`src/sv/afsk_pkg.sv`:
```
// Shared types and constants for the AFSK half-cycle bit decoder.
// No dependencies; used by afsk_window and afsk_half_cycle_bit_decoder.
`timescale 1ns / 1ps

package afsk_pkg;

    // configuration register width and default time stamp width
    localparam int CFG_WIDTH        = 24;
    localparam int TIME_WIDTH_DEF   = 48;
    localparam int CFG_ADDR_WIDTH   = 2;

    // register indexes on the configuration port
    localparam logic [CFG_ADDR_WIDTH-1:0] REG_SPACE_HALF_LEN  = 2'd0;
    localparam logic [CFG_ADDR_WIDTH-1:0] REG_SPACE_TOLERANCE = 2'd1;
    localparam logic [CFG_ADDR_WIDTH-1:0] REG_MARK_HALF_LEN   = 2'd2;
    localparam logic [CFG_ADDR_WIDTH-1:0] REG_MARK_TOLERANCE  = 2'd3;

    // register reset values
    localparam logic [CFG_WIDTH-1:0] SPACE_HALF_LEN_RST  = 24'd124;
    localparam logic [CFG_WIDTH-1:0] SPACE_TOLERANCE_RST = 24'd49;
    localparam logic [CFG_WIDTH-1:0] MARK_HALF_LEN_RST   = 24'd249;
    localparam logic [CFG_WIDTH-1:0] MARK_TOLERANCE_RST  = 24'd99;

    // class of the most recent half-cycle
    typedef enum logic [2:0] {
        CLS_IDLE  = 3'd0,
        CLS_SPACE = 3'd1,
        CLS_MARK  = 3'd2,
        CLS_BAD   = 3'd3,
        CLS_USED  = 3'd4
    } half_class_t;

    // kind of result beat
    typedef enum logic [1:0] {
        KIND_BIT   = 2'd0,
        KIND_BAD   = 2'd1,
        KIND_PHASE = 2'd2
    } event_kind_t;

endpackage

```
`src/sv/afsk_half_cycle_bit_decoder.sv`:
```
// Top level of the AFSK half-cycle bit decoder: edge stream in, bit and error stream out.
// Depends on afsk_pkg and afsk_window.
`timescale 1ns / 1ps
//
//  channel   | handshake                    | payload
//  ----------+------------------------------+-------------------------------------------
//  s_axis    | s_axis_tvalid / s_axis_tready| tdata: edge_time
//  m_axis    | m_axis_tvalid / m_axis_tready| tdata: bit_value, span_start, span_end;
//            |                              | tuser: event_kind
//  cfg       | cfg_we                       | cfg_addr, cfg_wdata
//
//  One edge beat per cycle while m_axis does not stall; a result is offered on m_axis once its edge
//  has waited in the input register and the subtract and compares have loaded the output register.
//  Edges that give no result leave no beat on m_axis.
//  Stalls on m_axis hold the output register and back up through the input register.
//  rst_n clears valid flags, edge history, class state and the registers to defaults.

module afsk_half_cycle_bit_decoder
    import afsk_pkg::*;
#(
    parameter int TIME_WIDTH = TIME_WIDTH_DEF
)
(
    input  logic                      clk,
    input  logic                      rst_n,

    input  logic                      s_axis_tvalid,
    output logic                      s_axis_tready,
    // edge_time
    input  logic [((TIME_WIDTH + 7) / 8) * 8 - 1:0]          s_axis_tdata,

    output logic                      m_axis_tvalid,
    input  logic                      m_axis_tready,
    // bit_value, span_start, span_end
    output logic [((1 + 2 * TIME_WIDTH + 7) / 8) * 8 - 1:0]  m_axis_tdata,
    // event_kind
    output logic [1:0]                m_axis_tuser,

    input  logic                      cfg_we,
    input  logic [CFG_ADDR_WIDTH-1:0] cfg_addr,
    input  logic [CFG_WIDTH-1:0]      cfg_wdata
);

    localparam int OUT_BITS       = 1 + 2 * TIME_WIDTH;
    localparam int OUT_DATA_WIDTH = ((OUT_BITS + 7) / 8) * 8;

    // configuration registers
    logic [CFG_WIDTH-1:0] space_half_len_reg;
    logic [CFG_WIDTH-1:0] space_tolerance_reg;
    logic [CFG_WIDTH-1:0] mark_half_len_reg;
    logic [CFG_WIDTH-1:0] mark_tolerance_reg;

    // input register
    logic                  in_valid_reg;
    logic [TIME_WIDTH-1:0] in_time_reg;

    // decoder state
    logic [TIME_WIDTH-1:0] last_edge_reg;
    logic [TIME_WIDTH-1:0] older_edge_reg;
    half_class_t           class_reg;
    half_class_t           class_next;

    // output register
    logic                  out_valid_reg;
    event_kind_t           out_kind_reg;
    logic                  out_bit_reg;
    logic [TIME_WIDTH-1:0] out_start_reg;
    logic [TIME_WIDTH-1:0] out_end_reg;

    logic                  out_valid_next;
    event_kind_t           out_kind_next;
    logic                  out_bit_next;
    logic [TIME_WIDTH-1:0] out_start_next;

    logic                  out_free;
    logic                  advance;
    logic [TIME_WIDTH-1:0] interval;
    logic                  space_hit;
    logic                  mark_hit;
    half_class_t           cur_class;

    // handshake chain
    assign out_free      = !out_valid_reg || m_axis_tready;
    assign advance       = in_valid_reg && out_free;
    assign s_axis_tready = !in_valid_reg || out_free;

    // configuration writes, unknown indexes fall through
    always_ff @(posedge clk or negedge rst_n)
    begin
        if (!rst_n)
        begin
            space_half_len_reg  <= SPACE_HALF_LEN_RST;
            space_tolerance_reg <= SPACE_TOLERANCE_RST;
            mark_half_len_reg   <= MARK_HALF_LEN_RST;
            mark_tolerance_reg  <= MARK_TOLERANCE_RST;
        end
        else if (cfg_we)
        begin
            case (cfg_addr)
                REG_SPACE_HALF_LEN:  space_half_len_reg  <= cfg_wdata;
                REG_SPACE_TOLERANCE: space_tolerance_reg <= cfg_wdata;
                REG_MARK_HALF_LEN:   mark_half_len_reg   <= cfg_wdata;
                REG_MARK_TOLERANCE:  mark_tolerance_reg  <= cfg_wdata;
                default: ;
            endcase
        end
    end

    // input register
    always_ff @(posedge clk or negedge rst_n)
    begin
        if (!rst_n)
        begin
            in_valid_reg <= 1'b0;
        end
        else if (s_axis_tready)
        begin
            in_valid_reg <= s_axis_tvalid;
        end
    end

    always_ff @(posedge clk)
    begin
        if (s_axis_tready && s_axis_tvalid)
        begin
            in_time_reg <= s_axis_tdata[TIME_WIDTH-1:0];
        end
    end

    // interval since previous edge, wraps naturally
    assign interval = in_time_reg - last_edge_reg;

    afsk_window #(
        .TIME_WIDTH (TIME_WIDTH)
    ) u_space_window (
        .len    (interval),
        .centre (space_half_len_reg),
        .tol    (space_tolerance_reg),
        .hit    (space_hit)
    );

    afsk_window #(
        .TIME_WIDTH (TIME_WIDTH)
    ) u_mark_window (
        .len    (interval),
        .centre (mark_half_len_reg),
        .tol    (mark_tolerance_reg),
        .hit    (mark_hit)
    );

    // classify, space takes priority
    always_comb
    begin
        if (space_hit)
            cur_class = CLS_SPACE;
        else if (mark_hit)
            cur_class = CLS_MARK;
        else
            cur_class = CLS_BAD;
    end

    // result selection and next class
    always_comb
    begin
        class_next     = cur_class;
        out_valid_next = 1'b0;
        out_kind_next  = KIND_BIT;
        out_bit_next   = 1'b0;
        out_start_next = last_edge_reg;
        if (cur_class != CLS_BAD && class_reg == cur_class)
        begin
            // pair of equal half-cycles gives a bit
            out_valid_next = 1'b1;
            out_bit_next   = (cur_class == CLS_MARK);
            out_start_next = older_edge_reg;
            class_next     = CLS_USED;
        end
        else if (cur_class == CLS_BAD)
        begin
            out_valid_next = 1'b1;
            out_kind_next  = KIND_BAD;
        end
        else if ((cur_class == CLS_SPACE && class_reg == CLS_MARK) ||
                 (cur_class == CLS_MARK && class_reg == CLS_SPACE))
        begin
            out_valid_next = 1'b1;
            out_kind_next  = KIND_PHASE;
        end
    end

    // edge history and class state
    always_ff @(posedge clk or negedge rst_n)
    begin
        if (!rst_n)
        begin
            last_edge_reg  <= '0;
            older_edge_reg <= '0;
            class_reg      <= CLS_IDLE;
        end
        else if (advance)
        begin
            older_edge_reg <= last_edge_reg;
            last_edge_reg  <= in_time_reg;
            class_reg      <= class_next;
        end
    end

    // output register
    always_ff @(posedge clk or negedge rst_n)
    begin
        if (!rst_n)
        begin
            out_valid_reg <= 1'b0;
        end
        else if (out_free)
        begin
            out_valid_reg <= advance && out_valid_next;
        end
    end

    always_ff @(posedge clk)
    begin
        if (advance)
        begin
            out_kind_reg  <= out_kind_next;
            out_bit_reg   <= out_bit_next;
            out_start_reg <= out_start_next;
            out_end_reg   <= in_time_reg;
        end
    end

    assign m_axis_tvalid = out_valid_reg;
    assign m_axis_tuser  = out_kind_reg;
    assign m_axis_tdata  = OUT_DATA_WIDTH'({out_end_reg, out_start_reg, out_bit_reg});

endmodule

```
`src/sv/afsk_window.sv`:
```
// Window test: interval within centre plus or minus tolerance, no wrap.
// Depends on afsk_pkg for the register width.
`timescale 1ns / 1ps

module afsk_window
    import afsk_pkg::*;
#(
    parameter int TIME_WIDTH = TIME_WIDTH_DEF
)
(
    input  logic [TIME_WIDTH-1:0] len,
    input  logic [CFG_WIDTH-1:0]  centre,
    input  logic [CFG_WIDTH-1:0]  tol,
    output logic                  hit
);

    localparam int CMP_WIDTH = (TIME_WIDTH > CFG_WIDTH + 1) ? TIME_WIDTH : CFG_WIDTH + 1;

    logic [CFG_WIDTH:0]   hi_sum;
    logic [CFG_WIDTH-1:0] lo_bound;
    logic [CMP_WIDTH-1:0] len_x;
    logic [CMP_WIDTH-1:0] lo_x;
    logic [CMP_WIDTH-1:0] hi_x;

    // bounds, lower edge clamped at zero
    assign hi_sum   = {1'b0, centre} + {1'b0, tol};
    assign lo_bound = (centre > tol) ? (centre - tol) : '0;

    assign len_x = CMP_WIDTH'(len);
    assign lo_x  = CMP_WIDTH'(lo_bound);
    assign hi_x  = CMP_WIDTH'(hi_sum);

    assign hit = (len_x >= lo_x) && (len_x <= hi_x);

endmodule
```
`config.mk`:
```
export PLATFORM = sky130hd
export DESIGN_NAME = afsk_half_cycle_bit_decoder
export DESIGN_NICKNAME = d
export VERILOG_FILES = /design/src/sv/afsk_pkg.sv /design/src/sv/afsk_half_cycle_bit_decoder.sv /design/src/sv/afsk_window.sv
export SDC_FILE = /design/constraint.sdc
export NUM_CORES = 1
export LEC_CHECK = 0
export CORE_ASPECT_RATIO = 0.9
export CORE_MARGIN = 2
export CORE_UTILIZATION = 50
export DETAILED_ROUTE_END_ITERATION = 6
export DONT_BUFFER_PORTS = 1
export MAX_ROUTING_LAYER = met4
export PLACE_DENSITY_LB_ADDON = 0.05
export SETUP_SLACK_MARGIN = 0.02
export SYNTH_ARGS = -nofsm -noshare
export SYNTH_HDL_FRONTEND = slang
export SYNTH_HIERARCHICAL = 1
export SYNTH_SLANG_ARGS = --single-unit
```
`constraint.sdc`:
```
create_clock -name clk -period 5.55 [get_ports clk]
set_input_delay 0.555 -clock clk [delete_from_list [all_inputs] [get_ports clk]]
set_output_delay 0.555 -clock clk [all_outputs]
set_load 0.1 [all_outputs]
```
==> flow_metrics.py <==
metrics = {
    "status": {
        "outcome": "finished, final reports clean",
    },
    "timing": {
        "worst_pin_slew_ns": 1.05,
        "setup_viol": 0,
        "max_slew_margin_pct": 29.9,
        "max_clock_freq_ghz": 0.182,
        "finalHoldViolations": 0,
        "rsz0062_at_grt": "yes",
        "fin_skew_ns": 0.0184,
        "fin_ws_ns": 0.0653,
        "fin_crit_ns": 5.48,
        "finalCritPeriodShare_pct": 98.8,
        "slew_violations": 0,
    },
    "job": {
        "cap_viol_max_count": 0,
    },
    "synthesis": {
        "yosys_register_bits": 344,
        "ys_types": 103,
        "synth_mux_area_share_pct": 5.13,
        "synth_compound_area_share_pct": 18.5,
        "synth_cells": 2383,
        "synthAdderAreaFrac_pct": 13.4,
        "avgSynthCellArea_sq_um": 9.73,
        "synth-async-reset-ratio_pct": 57.3,
        "synth-xor-area-share_pct": 4.19,
        "yosysWarnings": 6,
        "ys_seq_area_share_pct": 40.4,
        "synth_top_family_by_area": "compound AO/OA/AOI/OAI gates",
        "synth-edff-count": 147,
        "synth_top_flop_cell": "dfrtp_1",
        "yosys.area_share.simple_pct": 13.5,
        "synth.cell_area_sq_mm": 0.0232,
    },
    "power_and_ir_drop": {
        "p_sw_w": 0.00575,
        "combPwrFrac_pct": 51.7,
        "power_frac_seq_pct": 29.4,
        "p_sw_share_pct": 44.3,
        "leakagePower_nw": 11.2,
        "pwr-share-clk_pct": 18.9,
        "ir_drop_mv": 0.308,
        "p_int_w": 0.00723,
        "p_per_area_mw_per_mm2": 491,
    },
    "critical_path": {
        "end_kind": "flip-flop",
        "cp_cell_sequence": "ha_4 -> fa_2 -> and2b_1 -> o2111ai_2 -> a211oi_2 -> buf_4 -> nor4_4 -> nor4_2 -> buf_4 -> nor3_4 -> o31ai_4 -> mux2i_1 -> nand4_1 -> or4_4 -> nor2_4 -> nand3_4 -> a2111oi_4 -> a21oi_2 -> a21oi_2 -> nand2_2 -> a21oi_4 -> clkbuf_16 -> clkbuf_16 -> o21ai_2",
        "critPathMaxFanout": 7,
        "critPathKind": "flip-flop to flip-flop",
        "cp.required_ns": 5.84,
        "arrival_ns": 5.78,
        "reg2reg_slack_ns": 0.07,
        "crit_path_top_delay_cell": "or4_4",
        "setup.worst_path.start_class": "flip-flop",
        "critPathMaxStageDelay_ns": 0.55,
    },
    "layout": {
        "area_growth_pct": 14.0,
        "nets": 2801,
        "layout-drive-gt1-share_pct": 18.0,
        "fin_area_sq_mm": 0.0264,
        "fin_util_pct": 58.0,
        "mostFrequentLayoutCells": "nand2_1 (254), ha_1 (240), dfrtp_1 (179), o21ai_0 (178), a21oi_1 (160)",
        "final_common_cell": "nand2_1",
        "antenna_cells": 0,
        "fill_cells": 3998,
    },
    "placement": {
        "dpl_cell_area_sq_mm": 0.0246,
        "dpl_worst_slack_ns": -0.319,
        "place_congestion": 0.983,
        "port_buffers": 0,
        "dp_hpwl_mm": 50.1,
    },
    "clock_tree": {
        "clockRootBuffer": "clkbuf_16",
        "cts_htree_levels": 2,
        "insertion_delay_ns": 0.55,
        "ctsLongestPathBuffers": 3,
        "cts_tree": "built",
        "clock_sinks": 344,
        "clk_pin_slew_ns": 0.06,
        "cts_buffers": 37,
    },
    "global_route": {
        "grt_pass1_vias": 17772,
        "grt_start_max_net_pins": 198,
        "grt_util_all_layers_pct": 27.4,
        "gr-total-overflow": 0,
        "antenna_found_initial": 0,
        "grt_pass1_wl_mm": 101,
    },
    "floorplanning": {
        "rows": 74,
        "dieArea_sq_mm": 0.0481,
        "initial_utilization_pct": 50.9,
        "core-area_sq_mm": 0.0456,
        "io_pins": 187,
        "fp.dieH_um": 208,
        "die_w_um": 231,
    },
    "drt": {
        "drc": 0,
        "wl_per_cell_um": 21.4,
        "dr.pass1.iters": 5,
        "first_iter_violations": 1385,
        "vias": 18246,
        "route.final.wire_length_mm": 66.5,
        "ant_nets": 0,
        "via_per_inst": 5.86,
    },
    "min_path": {
        "hold_class": "input pin to asynchronous set/reset pin",
    },
}
==> power groups by stage <==
stage | clock network, W | registers, W | logic (W)
4_1_cts | 0.00250 | 0.00382 | 0.00649
5_1_grt | 0.00261 | 0.00386 | 0.00741
3_5_place_dp | 0 | 0.00386 | 0.00639
2_1_floorplan | 0 | 0.00379 | 0.00439
3_3_place_gp | 0 | 0.00384 | 0.00626
6_report | 0.00245 | 0.00381 | 0.00671
==> area by class of cell <==
class	count	area, sq um	share of cell area (%)
tap	608	761	2.88
sequential	344	9370	35.4
multi-input combinational	1777	13100	49.7
clock buffer	53	1050	3.96
clock inverter	14	141	0.535
timing repair buffer	160	1400	5.28
inverter	156	591	2.23
==> metal layers <==
layer | track usage, % | wire length (um) | share of wire [%]
met1 | 40.8 | 33200 | 50
met2 | 39.9 | 28600 | 43
met5 | - | 0 | 0
met4 | 5.96 | 1300 | 2.0
met3 | 3.41 | 3370 | 5.1
==> critical path, delay by kind of cell (launching register included) <==
family	cells	cell delay (ns)
and+or+nand+nor	9	1.71
AOI/OAI and AO/OA	8	1.55
buffers and inverters	4	0.81
adders and majority gates	2	0.51
DFF	1	0.40
muxes	1	0.22
==> metrics by stage <==
step | setup TNS [ns] | power, W | hold WS (ns) | instances
after floorplan | 0 | 0.00818 | 0.259 | 2389
after global placement | -8.58 | 0.0101 | 0.264 | 3029
after detailed placement | -10.72 | 0.0102 | 0.266 | 3029
after CTS | 0 | 0.0128 | 0.0647 | 3100
after global routing | -7.16 | 0.0139 | 0.0672 | 3112
final | 0 | 0.0130 | 0.0556 | 3112
==> cell families (layout without fill, tap and decap cells) <==
group / after synthesis / in the layout
AOI/OAI and AO/OA: 667 / 667
buffers and inverters: 268 / 383
xor gates and xnor gates: 111 / 111
and+or+nand+nor: 640 / 640
muxes: 106 / 106
adders and majority gates: 246 / 246
other: 1 / 7
DFF: 344 / 344
==> worst paths after layout <==
path	start	endpoint	cells after the start
min	rst_n	space_tolerance_reg[3]	1
max in group asynchronous	rst_n	older_edge_reg[28]	1
min in group clk	s_axis_tdata[36]	in_time_reg[36]	0
min reg2reg	in_time_reg[0]	out_end_reg[0]	0
max	last_edge_reg[0]	out_start_reg[30]	24
max reg2reg	last_edge_reg[0]	out_start_reg[30]	24
==> repair_timing <==
item | in CTS | in global routing
buffers inserted | 2 | 7
gates cloned | 1 | 7
endpoints found under the setup margin | 49 | 52
endpoints found under the hold margin | 197 | 0
resized for setup | 17 | 115
pin swaps | 6 | 16
hold buffers | 1 | 0
==> synth_stat cells (13+ instances only) <==
library cell | count | share of area [%]
a211oi_1 | 22 | 0.71
or3_1 | 13 | 0.35
o21ai_0 | 220 | 4.8
nor3_1 | 42 | 0.91
a21o_1 | 66 | 2.1
nand4_1 | 49 | 1.3
buf_1 | 14 | 0.23
o31ai_1 | 17 | 0.55
nor4_1 | 21 | 0.57
buf_4 | 19 | 0.62
nand3_1 | 37 | 0.80
nand2_1 | 261 | 4.2
buf_2 | 16 | 0.35
xor2_1 | 29 | 1.1
mux2_2 | 103 | 5.0
inv_1 | 154 | 2.5
nor2_1 | 107 | 1.7
o21bai_1 | 22 | 0.71
o21a_1 | 16 | 0.52
a21oi_1 | 165 | 3.6
xnor2_1 | 82 | 3.1
dfrtp_1 | 179 | 19
nand2b_1 | 14 | 0.38
clkbuf_1 | 59 | 0.96
o211ai_1 | 15 | 0.49
a31oi_1 | 15 | 0.40
ha_1 | 241 | 13
nor2b_1 | 30 | 0.81
dfstp_2 | 18 | 2.0
edfxtp_1 | 147 | 19
No activity file was read; power rests on OpenSTA's default activity.
